[src/rtl/core/tfss_pkg.sv]
// Shared types and constants for the textured floor span shader.
package tfss_pkg;

    // Texture store geometry (fixed, sample addresses wrap to its size)
    localparam int STORE_DEPTH = 4096;
    localparam int STORE_AW    = 12;
    localparam int TEXEL_W     = 32;

    // Coordinate and lighting widths
    localparam int COORD_W = 32;
    localparam int LIGHT_W = 8;
    localparam int CHAN_W  = 8;

    // Configuration port
    localparam int CFG_W       = 3;
    localparam int CFG_IDX_W   = 1;
    localparam logic [CFG_W-1:0] CFG_LOG2_RESET = 3'd6;
    // Clamped size exponent width (holds up to 15)
    localparam int LOG2_W = 4;

    localparam logic [CFG_IDX_W-1:0] CFG_TEX_WIDTH_LOG2  = 1'b0;
    localparam logic [CFG_IDX_W-1:0] CFG_TEX_HEIGHT_LOG2 = 1'b1;

    // Request kinds carried on tuser
    localparam int ACTION_W = 2;
    typedef enum logic [ACTION_W-1:0] {
        ACT_TEXEL = 2'd0,
        ACT_ROW   = 2'd1,
        ACT_PIXEL = 2'd2
    } t_action;

    // Input tdata layout, lowest bit first
    localparam int TD_ADDR_LSB   = 0;
    localparam int TD_TEXEL_LSB  = TD_ADDR_LSB + STORE_AW;
    localparam int TD_U_LSB      = TD_TEXEL_LSB + TEXEL_W;
    localparam int TD_V_LSB      = TD_U_LSB + COORD_W;
    localparam int TD_DU_LSB     = TD_V_LSB + COORD_W;
    localparam int TD_DV_LSB     = TD_DU_LSB + COORD_W;
    localparam int TD_LIGHT_LSB  = TD_DV_LSB + COORD_W;
    localparam int TD_USED       = TD_LIGHT_LSB + LIGHT_W;
    localparam int S_TDATA_W     = ((TD_USED + 7) / 8) * 8;

    // Strobes from the front end to the coordinate unit
    typedef struct packed {
        logic row_load;
        logic pixel_step;
    } t_coord_ctrl;

endpackage

[src/rtl/core/tfss_shade.sv]
// Per-channel lightness multiply of an ARGB texel, alpha passed through.
module tfss_shade (
    input  logic [tfss_pkg::TEXEL_W-1:0] i_color,
    input  logic [tfss_pkg::LIGHT_W-1:0] i_light,
    output logic [tfss_pkg::TEXEL_W-1:0] o_color
);
    import tfss_pkg::*;

    logic [CHAN_W+LIGHT_W-1:0] prod_r, prod_g, prod_b;

    always_comb begin
        prod_r = i_color[23:16] * i_light;
        prod_g = i_color[15:8]  * i_light;
        prod_b = i_color[7:0]   * i_light;
        o_color = {i_color[31:24],
                   prod_r[CHAN_W+LIGHT_W-1:LIGHT_W],
                   prod_g[CHAN_W+LIGHT_W-1:LIGHT_W],
                   prod_b[CHAN_W+LIGHT_W-1:LIGHT_W]};
    end

endmodule

[config.mk]
export PLATFORM = sky130hd
export DESIGN_NAME = tfss_shade
export DESIGN_NICKNAME = d
export VERILOG_FILES = /design/src/rtl/core/tfss_pkg.sv /design/src/rtl/core/tfss_shade.sv
export SDC_FILE = /design/constraint.sdc
export NUM_CORES = 1
export LEC_CHECK = 0
export BUFFER_PORTS_ARGS = -buffer_cell sky130_fd_sc_hd__buf_2
export CAP_MARGIN = 25
export CORE_ASPECT_RATIO = 1.25
export CORE_MARGIN = 3
export CORE_UTILIZATION = 34
export DETAILED_ROUTE_END_ITERATION = 10
export MAX_ROUTING_LAYER = met4
export SLEW_MARGIN = 5
export SYNTH_ARGS = -nofsm -noshare
export SYNTH_HDL_FRONTEND = slang
export SYNTH_SLANG_ARGS = --single-unit
[constraint.sdc]
create_clock -name vclk -period 4.4
set_input_delay 0.44 -clock vclk [all_inputs]
set_output_delay 0.44 -clock vclk [all_outputs]
set_load 0.02 [all_outputs]
==> summary.txt <==
Critical path
  • WS Path Type: in2out
  • Buf/Inv on CP: 5
  • Crit end category: primary output
  • Critical path arrival: 4.27 ns
  • CP top delay family: adder cells
  • CP dominant cell by count: fa_1
  • Crit-path max FO: 8
  • Critical Path, Cell by Cell: buf_12 -> buf_12 -> and2_4 -> fa_1 -> inv_2 -> fa_1 -> inv_1 -> fa_1 -> fa_1 -> ha_4 -> a21oi_4 -> o2bb2ai_2 -> a211oi_4 -> o21a_1 -> a311oi_4 -> buf_6
  • CP max stage cell: fa_1
  • CP Data Required Time: 3.96 ns
  • Slowest stage delay, CP: approximately 0.56 ns
  • CP startpoint kind: primary input

Detailed routing
  • Drt drc: 0
  • Final WL: approximately 15,000 microns
  • Via count: 5,114
  • First-pass DRT Iterations: 4
  • Vias per inst: roughly 4.7
  • DRT antenna net count: 0
  • WL/cell: between 10 and 15 microns
  • Number of DRC markers in iteration 0: between 100 and 150

Place
  • Post-DP HPWL: around 12,000 microns
  • Cell Area, Placed: about 7700 sq um
  • Gpl congestion: around 0.8
  • Port bufs: 56
  • Post-Place Cells: about 1.1k
  • Setup slack at placement: -0.525 ns

Layout
  • Leading cell type in the layout, fill and taps excluded: buf_4
  • Area grow syn2layout: 38.6%
  • Reg area: 0 sq um
  • Most frequent cells in the layout: buf_4, and2_1, inv_1, fa_1, ha_1
  • Final cell count without fillers: between 1k and 1.5k
  • Nets: roughly 1.1k
  • Fin area: 8410 sq um
  • CLK BUF: 0
  • Sequential cell count: 0
  • Layout cells sized above 1: 34.1%
  • Antenna diodes: 0
  • Post-layout utilization of the core: roughly 48%

Synthesis
  • Syn_area_per_cell: 8.79 sq um
  • Syn Inst Count: just under 700
  • Yosys warns: 0
  • Post-synth net total: approximately 940
  • Mapped Area: approximately 6100 sq um
  • Sequential fraction of the synthesis area: 0%
  • Netlist cell types: 56

Die
  • Die height: 155 microns
  • Die ar.: between 15,000 and 20,000 sq um
  • Core ar.: roughly 17,000 sq um
  • IO Pins: a little over 70
  • Initial core utilization: about a third
  • Die X: between 100 and 150 microns
  • Row cnt: 54

STA
  • Final Slew Violations: 0
  • Worst-Margin Slew: about 0.45 ns
  • Max Clk Rate: about 210 MHz
  • Slew margin rel.: a little over two thirds
  • Setup Viol. Count Final: 20
  • Tcrit/Tclk final: 107%
  • Post-layout min period: ~4.7 ns
  • Final hold viol count: 0
  • RSZ-0062 raised after global routing: yes
  • Setup ws final: -0.313 ns

Hold path
  • Sink of the worst hold path: o_color[25]
  • Hold path startpoint: i_color[25]
  • Hold Path Depth: 0
  • Min-Delay Path Class: in2out

GRT
  • Initial antenna violation count: 0
  • Vias in the first global route: 5,475
  • Pin count of the biggest net entering global routing: 13
  • GRT overflow: 0
  • Tot GR Track Use: between 10% and 20%
  • Global-route wire length before repair: ~26,000 microns

Power and ir drop
  • Pwr/cell area: 509 nW/um^2
  • P_leak: ~4.3 nW
  • Peak VDD IR: 0.000313 V

Run status
  • Failing checks: setup timing
  • Outcome: finished with violations

Flow run
  • Max cap viols: 0
[cell families (layout without fill, tap and decap cells)]
| kind of cell | count (synthesis) | after routing | share of synthesized area (%) |
|---|---|---|---|
| AO/OA/AOI/OAI | 82 | 82 | 10.0 |
| XOR/XNOR | 20 | 20 | 2.89 |
| AND/OR/NAND/NOR | 235 | 235 | 21.9 |
| buffers and inverters | 149 | 314 | 10.1 |
| adder cells (fa/ha/maj) | 204 | 204 | 55.0 |
| multiplexers | 1 | 1 | 0.165 |
[what timing repair did]
| item | in CTS | in global routing |
|---|---|---|
| gates cloned | 1 | 0 |
| endpoints found under the setup margin | 24 | 24 |
| pin swaps | 47 | 32 |
| resized for setup | 115 | 27 |
| hold buffers | 0 | 0 |
| setup buffers | 19 | 3 |
[cells in the mapped netlist (all sizes together) (2+ instances only)]
master	number	area share [%]
o21ai	13	1.2
xor2	11	1.6
ha	99	20
buf	12	1.6
o31ai	2	0.33
nand3	8	0.66
o21a	4	0.49
nand2b	2	0.21
nor3	7	0.58
nand2	53	3.3
a21o	14	1.8
o2bb2ai	2	0.29
xnor2	9	1.3
fa	105	35
o211ai	3	0.45
a221oi	2	0.39
a21oi	20	1.6
inv	121	7.5
o22ai	2	0.21
and2	141	15
nor2	13	0.80
a31oi	3	0.31
a211oi	6	1.0
o21bai	2	0.25
nand4b	3	0.43
clkbuf	16	1.0
nand4	3	0.66
[per-layer routing]
layer / global-route usage, % / vias up / share of wire [%]
met2: 29.8 / 63 / 54
met3: 0.515 / 16 / 2.1
met1: 19.7 / 2524 / 42
met4: 2.32 / 0 / 1.5
met5: - / - / 0
li1: - / 2511 / -
[report_power, final]
group / switching (mW) / leakage [nW] / total (mW) / internal [mW]
logic: 2.15 / 4.32 / 4.28 / 2.13
registers: 0 / 0 / 0 / 0
clock network: 0 / 0 / 0 / 0
[per-stage QoR]
stage | hold WS, ns | setup TNS, ns | power (mW)
after floorplan | 0.993 | -0.00260 | 2.39
after global placement | 0.880 | -8.24 | 3.50
after CTS | 0.880 | -4.06 | 4.10
after detailed placement | 0.880 | -9.01 | 3.53
after global routing | 0.880 | -6.82 | 4.70
final | 0.880 | -3.55 | 4.28
[worst max-delay path by stage]
stage,from,end,cells after the start
global placement,i_light[3],o_color[6],17
CTS,i_light[2],o_color[15],16
floorplan,i_light[2],o_color[15],14
detailed placement,i_light[3],o_color[7],16
global route,i_light[2],o_color[15],16
finish,i_light[2],o_color[15],16
[final cells by class]
cell class	instances	area, sq um
Fill cell	1686	9090
Multi-Input combinational cell	542	6040
Tap cell	224	280
Inverter	121	454
Timing Repair Buffer	193	1630
Power figures use the tool's default switching activity.
