$ cat src/rtl/core/tfss_pkg.sv
// Shared types and constants for the textured floor span shader.
package tfss_pkg;

    // Texture store geometry (fixed, sample addresses wrap to its size)
    localparam int STORE_DEPTH = 4096;
    localparam int STORE_AW    = 12;
    localparam int TEXEL_W     = 32;

    // Coordinate and lighting widths
    localparam int COORD_W = 32;
    localparam int LIGHT_W = 8;
    localparam int CHAN_W  = 8;

    // Configuration port
    localparam int CFG_W       = 3;
    localparam int CFG_IDX_W   = 1;
    localparam logic [CFG_W-1:0] CFG_LOG2_RESET = 3'd6;
    // Clamped size exponent width (holds up to 15)
    localparam int LOG2_W = 4;

    localparam logic [CFG_IDX_W-1:0] CFG_TEX_WIDTH_LOG2  = 1'b0;
    localparam logic [CFG_IDX_W-1:0] CFG_TEX_HEIGHT_LOG2 = 1'b1;

    // Request kinds carried on tuser
    localparam int ACTION_W = 2;
    typedef enum logic [ACTION_W-1:0] {
        ACT_TEXEL = 2'd0,
        ACT_ROW   = 2'd1,
        ACT_PIXEL = 2'd2
    } t_action;

    // Input tdata layout, lowest bit first
    localparam int TD_ADDR_LSB   = 0;
    localparam int TD_TEXEL_LSB  = TD_ADDR_LSB + STORE_AW;
    localparam int TD_U_LSB      = TD_TEXEL_LSB + TEXEL_W;
    localparam int TD_V_LSB      = TD_U_LSB + COORD_W;
    localparam int TD_DU_LSB     = TD_V_LSB + COORD_W;
    localparam int TD_DV_LSB     = TD_DU_LSB + COORD_W;
    localparam int TD_LIGHT_LSB  = TD_DV_LSB + COORD_W;
    localparam int TD_USED       = TD_LIGHT_LSB + LIGHT_W;
    localparam int S_TDATA_W     = ((TD_USED + 7) / 8) * 8;

    // Strobes from the front end to the coordinate unit
    typedef struct packed {
        logic row_load;
        logic pixel_step;
    } t_coord_ctrl;

endpackage

$ cat src/rtl/core/tfss_coord.sv
// Span coordinate registers, size config and texel address generation.
module tfss_coord #(
    parameter int TEX_LOG2_MAX = 6,
    parameter int FRAC_BITS    = 13
) (
    input  logic                              i_clk,
    input  logic                              i_rst_n,
    input  logic                              i_cfg_we,
    input  logic [tfss_pkg::CFG_IDX_W-1:0]    i_cfg_index,
    input  logic [tfss_pkg::CFG_W-1:0]        i_cfg_wdata,
    input  tfss_pkg::t_coord_ctrl             i_ctrl,
    input  logic [tfss_pkg::COORD_W-1:0]      i_start_u,
    input  logic [tfss_pkg::COORD_W-1:0]      i_start_v,
    input  logic [tfss_pkg::COORD_W-1:0]      i_step_u,
    input  logic [tfss_pkg::COORD_W-1:0]      i_step_v,
    input  logic [tfss_pkg::LIGHT_W-1:0]      i_light,
    output logic [tfss_pkg::STORE_AW-1:0]     o_addr,
    output logic [tfss_pkg::LIGHT_W-1:0]      o_light
);
    import tfss_pkg::*;

    logic [CFG_W-1:0]   r_wlog2, r_hlog2;
    logic [COORD_W-1:0] r_u, r_v, r_du, r_dv;
    logic [LIGHT_W-1:0] r_light;

    logic [LOG2_W-1:0]   wl, hl;
    logic [STORE_AW-1:0] wmask, hmask, tx, ty;

    always_ff @(posedge i_clk) begin
        if (!i_rst_n) begin
            r_wlog2 <= CFG_LOG2_RESET;
            r_hlog2 <= CFG_LOG2_RESET;
        end else if (i_cfg_we) begin
            unique case (i_cfg_index)
                CFG_TEX_WIDTH_LOG2:  r_wlog2 <= i_cfg_wdata;
                CFG_TEX_HEIGHT_LOG2: r_hlog2 <= i_cfg_wdata;
                default: ;
            endcase
        end
    end

    always_ff @(posedge i_clk) begin
        if (!i_rst_n) begin
            r_u     <= '0;
            r_v     <= '0;
            r_du    <= '0;
            r_dv    <= '0;
            r_light <= '0;
        end else if (i_ctrl.row_load) begin
            r_u     <= i_start_u;
            r_v     <= i_start_v;
            r_du    <= i_step_u;
            r_dv    <= i_step_v;
            r_light <= i_light;
        end else if (i_ctrl.pixel_step) begin
            r_u <= r_u + r_du;
            r_v <= r_v + r_dv;
        end
    end

    // Size exponents saturate at the largest supported texture
    always_comb begin
        wl = (LOG2_W'(r_wlog2) > LOG2_W'(TEX_LOG2_MAX)) ? LOG2_W'(TEX_LOG2_MAX)
                                                         : LOG2_W'(r_wlog2);
        hl = (LOG2_W'(r_hlog2) > LOG2_W'(TEX_LOG2_MAX)) ? LOG2_W'(TEX_LOG2_MAX)
                                                         : LOG2_W'(r_hlog2);
        wmask = (STORE_AW'(1) << wl) - STORE_AW'(1);
        hmask = (STORE_AW'(1) << hl) - STORE_AW'(1);
        // Only the low address bits survive the store wrap, so work in 12 bits
        tx = r_u[FRAC_BITS +: STORE_AW] & wmask;
        ty = r_v[FRAC_BITS +: STORE_AW] & hmask;
    end

    assign o_addr  = tx + (ty << wl);
    assign o_light = r_light;

endmodule

$ cat config.mk
export PLATFORM = sky130hd
export DESIGN_NAME = tfss_coord
export DESIGN_NICKNAME = d
export VERILOG_FILES = /design/src/rtl/core/tfss_pkg.sv /design/src/rtl/core/tfss_coord.sv
export SDC_FILE = /design/constraint.sdc
export NUM_CORES = 1
export LEC_CHECK = 0
export ABC_CLOCK_PERIOD_IN_PS = 4200
export CORE_MARGIN = 2
export CORE_UTILIZATION = 45
export CTS_BUF_LIST = sky130_fd_sc_hd__clkbuf_4
export CTS_CLUSTER_SIZE = 10
export DETAILED_ROUTE_END_ITERATION = 7
export DONT_BUFFER_PORTS = 1
export SYNTH_ARGS = -nofsm -noshare
export SYNTH_HDL_FRONTEND = slang
export SYNTH_SLANG_ARGS = --single-unit
$ cat constraint.sdc
create_clock -name i_clk -period 4.2 [get_ports i_clk]
set_clock_uncertainty 0.05 [all_clocks]
set_input_delay 0.21 -clock i_clk [delete_from_list [all_inputs] [get_ports i_clk]]
set_output_delay 0.21 -clock i_clk [all_outputs]
set_load 0.02 [all_outputs]
==> impl_metrics.json <==
{
  "status": "finished clean",
  "seqPwrFrac": 0.484,
  "cp_max_fo": 9,
  "grt_max_degree": 83,
  "mostFrequentLayoutCells": "115 x dlygate4sd3_1, 88 x dfxtp_1, 86 x nor2_1",
  "synth_top_area_share": 0.293,
  "min_path_type": "in -> reg",
  "cts_max_level": 3,
  "grt_pass1_vias": 5766,
  "critical-path-slowest-cell": "dfxtp_1",
  "synth_top_area_cell": "dfxtp_1",
  "crit_path_end_kind": "output port",
  "layout_commonest_cell": "dlygate4sd3_1",
  "fmaxAchievable_ghz": 0.262,
  "clock_sinks": 90,
  "cp.required_ns": 3.94,
  "vdd_ir_drop_max_uv": 182,
  "finalMaxSlewViolations": 0,
  "synthArstFlopShare": 0,
  "worstHoldEndpoint": "r_v[11]$_SDFFE_PN0P_",
  "power_leakage_nw": 3.21,
  "internal-power_w": 0.00132,
  "die-area_um2": 14600,
  "setup-violations-final": 0,
  "antenna_found_initial": 0,
  "ys_seq_area_frac": 0.293,
  "io_pins": 165,
  "power_density_nw_per_um2": 266,
  "path_clk_slew_ns": 0.13,
  "synthTopCellsByArea": "dfxtp_1 29%, mux2i_1 10%, ha_1 10%",
  "cpMostUsedCell": "a21oi_1",
  "crit_arrival_ns": 3.56,
  "syn_inst": 764,
  "period_needed_ns": 3.82,
  "rr_endpoint": "r_u[16]$_SDFFE_PN0P_",
  "min-delay-start": "i_rst_n",
  "startpoint_type": "register",
  "synthFlopType": "dfxtp_1",
  "fin_crit_sh": 0.909,
  "core_area_um2": 13300,
  "initial_core_util": 0.462,
  "core.rowCount": 42,
  "hold_viol": 0,
  "routed_wl_um": 16700,
  "switching_share": 0.341,
  "synth_edf_count": 0,
  "path_cells": "a21boi_4 -> mux2i_1 -> a21oi_1 -> a21oi_1 -> nor2_1 -> ha_1 -> a21o_1 -> a21oi_1 -> o211ai_1 -> a31o_2 -> a21oi_1 -> xnor2_1",
  "grt_pass1_wl_um": 27300,
  "areaGrowthSynthToFinish_pct": 22.3,
  "clkPwrFrac": 0.219,
  "gp_congestion": 0.868,
  "reg2reg_depth": 10,
  "dr.pass1.iters": 5,
  "ys_ff_latch": 90,
  "clockBufferDepth": 2,
  "r2r_slack_ns": 1.30,
  "worst_slew_pin_slew_ns": 0.790,
  "max-slew-margin-rel": 0.470,
  "yosysUniqueCellTypes": 61,
  "drc_errors": 0,
  "insertion_delay_ns": 0.47,
  "final_nets": 1040,
  "ant_nets": 0,
  "wl_per_cell_um": 16.3,
  "worst-path-stages": 12,
  "fp.dieW_um": 121,
  "syn_area_per_cell_um2": 8.05,
  "grtUsageTotal": 0.232,
  "synth_area_um2": 6150,
  "drive_gt1_frac": 0.0460,
  "worstSetupPathType": "reg -> out",
  "yosysWarnings": 0,
  "grt-ovfl-total": 0,
  "hold_depth": 3,
  "vias": 5886,
  "critPathMaxStageDelay_ns": 0.46,
  "r2r-start": "r_u[0]$_SDFFE_PN0P_",
  "diodes": 0,
  "worst-path-buf-inv": 0,
  "drtIter0Drc": 320,
  "avgViaCountPerCell": 5.75,
  "dp_hpwl_um": 11000,
  "die_h_um": 121,
  "rsz0062_at_grt": "false",
  "root_buffer": "clkbuf_4",
  "port_buffers": 0,
  "path_delay_family": "compound AO/OA/AOI/OAI gates",
  "numCtsBuffers": 9,
  "cts_tree": "yes",
  "p_comb_frac": 0.297,
  "cap_violations": 0,
  "tns_ns": 0,
  "final_util": 0.566,
  "p_sw_w": 0.000682
}
[routing by layer]
metal	GRT usage	wire, um	vias up
met5	0	0	-
met4	0.0872	324	0
met3	0.0470	988	25
met2	0.386	7920	176
met1	0.294	7450	2767
li1	-	-	2918
[how the worst max path moves through the flow]
stage | startpoint | to
global route | r_wlog2[0]$_SDFFE_PN0P_ | o_addr[11]
finish | r_wlog2[0]$_SDFFE_PN0P_ | o_addr[10]
global placement | r_wlog2[1]$_SDFFE_PN1P_ | o_addr[11]
detailed placement | r_wlog2[2]$_SDFFE_PN1P_ | o_addr[11]
floorplan | r_wlog2[2]$_SDFFE_PN1P_ | o_addr[11]
CTS | r_wlog2[1]$_SDFFE_PN1P_ | o_addr[11]
[Yosys cell counts, drive strengths merged, types with 4 or more instances]
library cell,number
o21bai,5
mux2i,62
nand2b,6
o21a,9
nand3,19
nor3,16
inv,13
a31o,4
or3,6
xnor2,20
nor2,87
dfxtp,90
o211ai,13
a31oi,7
nand2,55
mux2,4
clkbuf,41
ha,49
xor2,4
and3,14
o22ai,5
and2,5
nor2b,4
nand4,10
o31ai,4
a211oi,15
o21ai,60
a21oi,71
buf,15
a21boi,4
a211o,4
a21o,15
[cell families (layout without fill, tap and decap cells)]
| kind of cell | Yosys count | after routing | synth area share |
|---|---|---|---|
| xor+xnor | 24 | 24 | 0.0342 |
| fa+ha+maj | 52 | 52 | 0.109 |
| simple gates | 232 | 232 | 0.175 |
| flops | 90 | 90 | 0.293 |
| mux | 66 | 66 | 0.108 |
| other cells | 1 | 5 | 0.000610 |
| buf+inv | 70 | 150 | 0.0448 |
| compound gates | 229 | 229 | 0.235 |
[sequential cells by signal (all words and copies together), names as in the netlist]
signal and count:
r_du 19, r_dv 19, r_u 19, r_v 19
o_light 8, r_hlog2 3, r_wlog2 3
[what timing repair did]
| action | 4_1_cts | 5_1_grt |
|---|---|---|
| endpoints found under the setup margin | 0 | 3 |
| hold buffers | 118 | 0 |
| hold endpoints to repair | 90 | 0 |
| gates resized for setup | 0 | 3 |
| buffers inserted | 0 | 0 |
[through the flow]
stage                     worst slack [ns]  area (um^2)  hold WS, ns  total power (W)  std cells
after floorplan                       1.20         6160        0.298          0.00138        768
after global placement               0.818         6180        0.245          0.00143        890
after detailed placement             0.793         6180        0.242          0.00144        890
after CTS                            0.222         7510      0.00361          0.00201       1024
after global routing                 0.116         7520       0.0102          0.00212       1024
final                                0.382         7520       0.0457          0.00200       1024
[area by class of cell]
type | count | area [um^2]
multi-input combinational | 608 | 4090
inverter | 14 | 52.6
clock inverter | 6 | 41.3
fill | 1203 | 5770
clock buffer | 10 | 75.1
timing repair buffer | 120 | 1230
tap | 176 | 220
sequential | 90 | 1800
[worst reg2reg max path, stage by stage (launching register included)]
cell and delay (ns):
dfxtp_1 0.34, ha_1 0.23, inv_1 0.08, fa_1 0.19, nor2b_1 0.08, o31a_1 0.30, o21a_4 0.26, or4_1 0.50
nand4_1 0.12, o21ai_1 0.07, dlygate4sd3_1 0.57
[power by group through the flow]
stage	logic [W]	registers (W)	clock network, W
final	0.000593	0.000968	0.000439
after global routing	0.000659	0.000975	0.000488
after CTS	0.000585	0.000967	0.000460
after detailed placement	0.000457	0.000986	0
after global placement	0.000444	0.000984	0
after floorplan	0.000417	0.000965	0
Power figures use the tool's default switching activity.
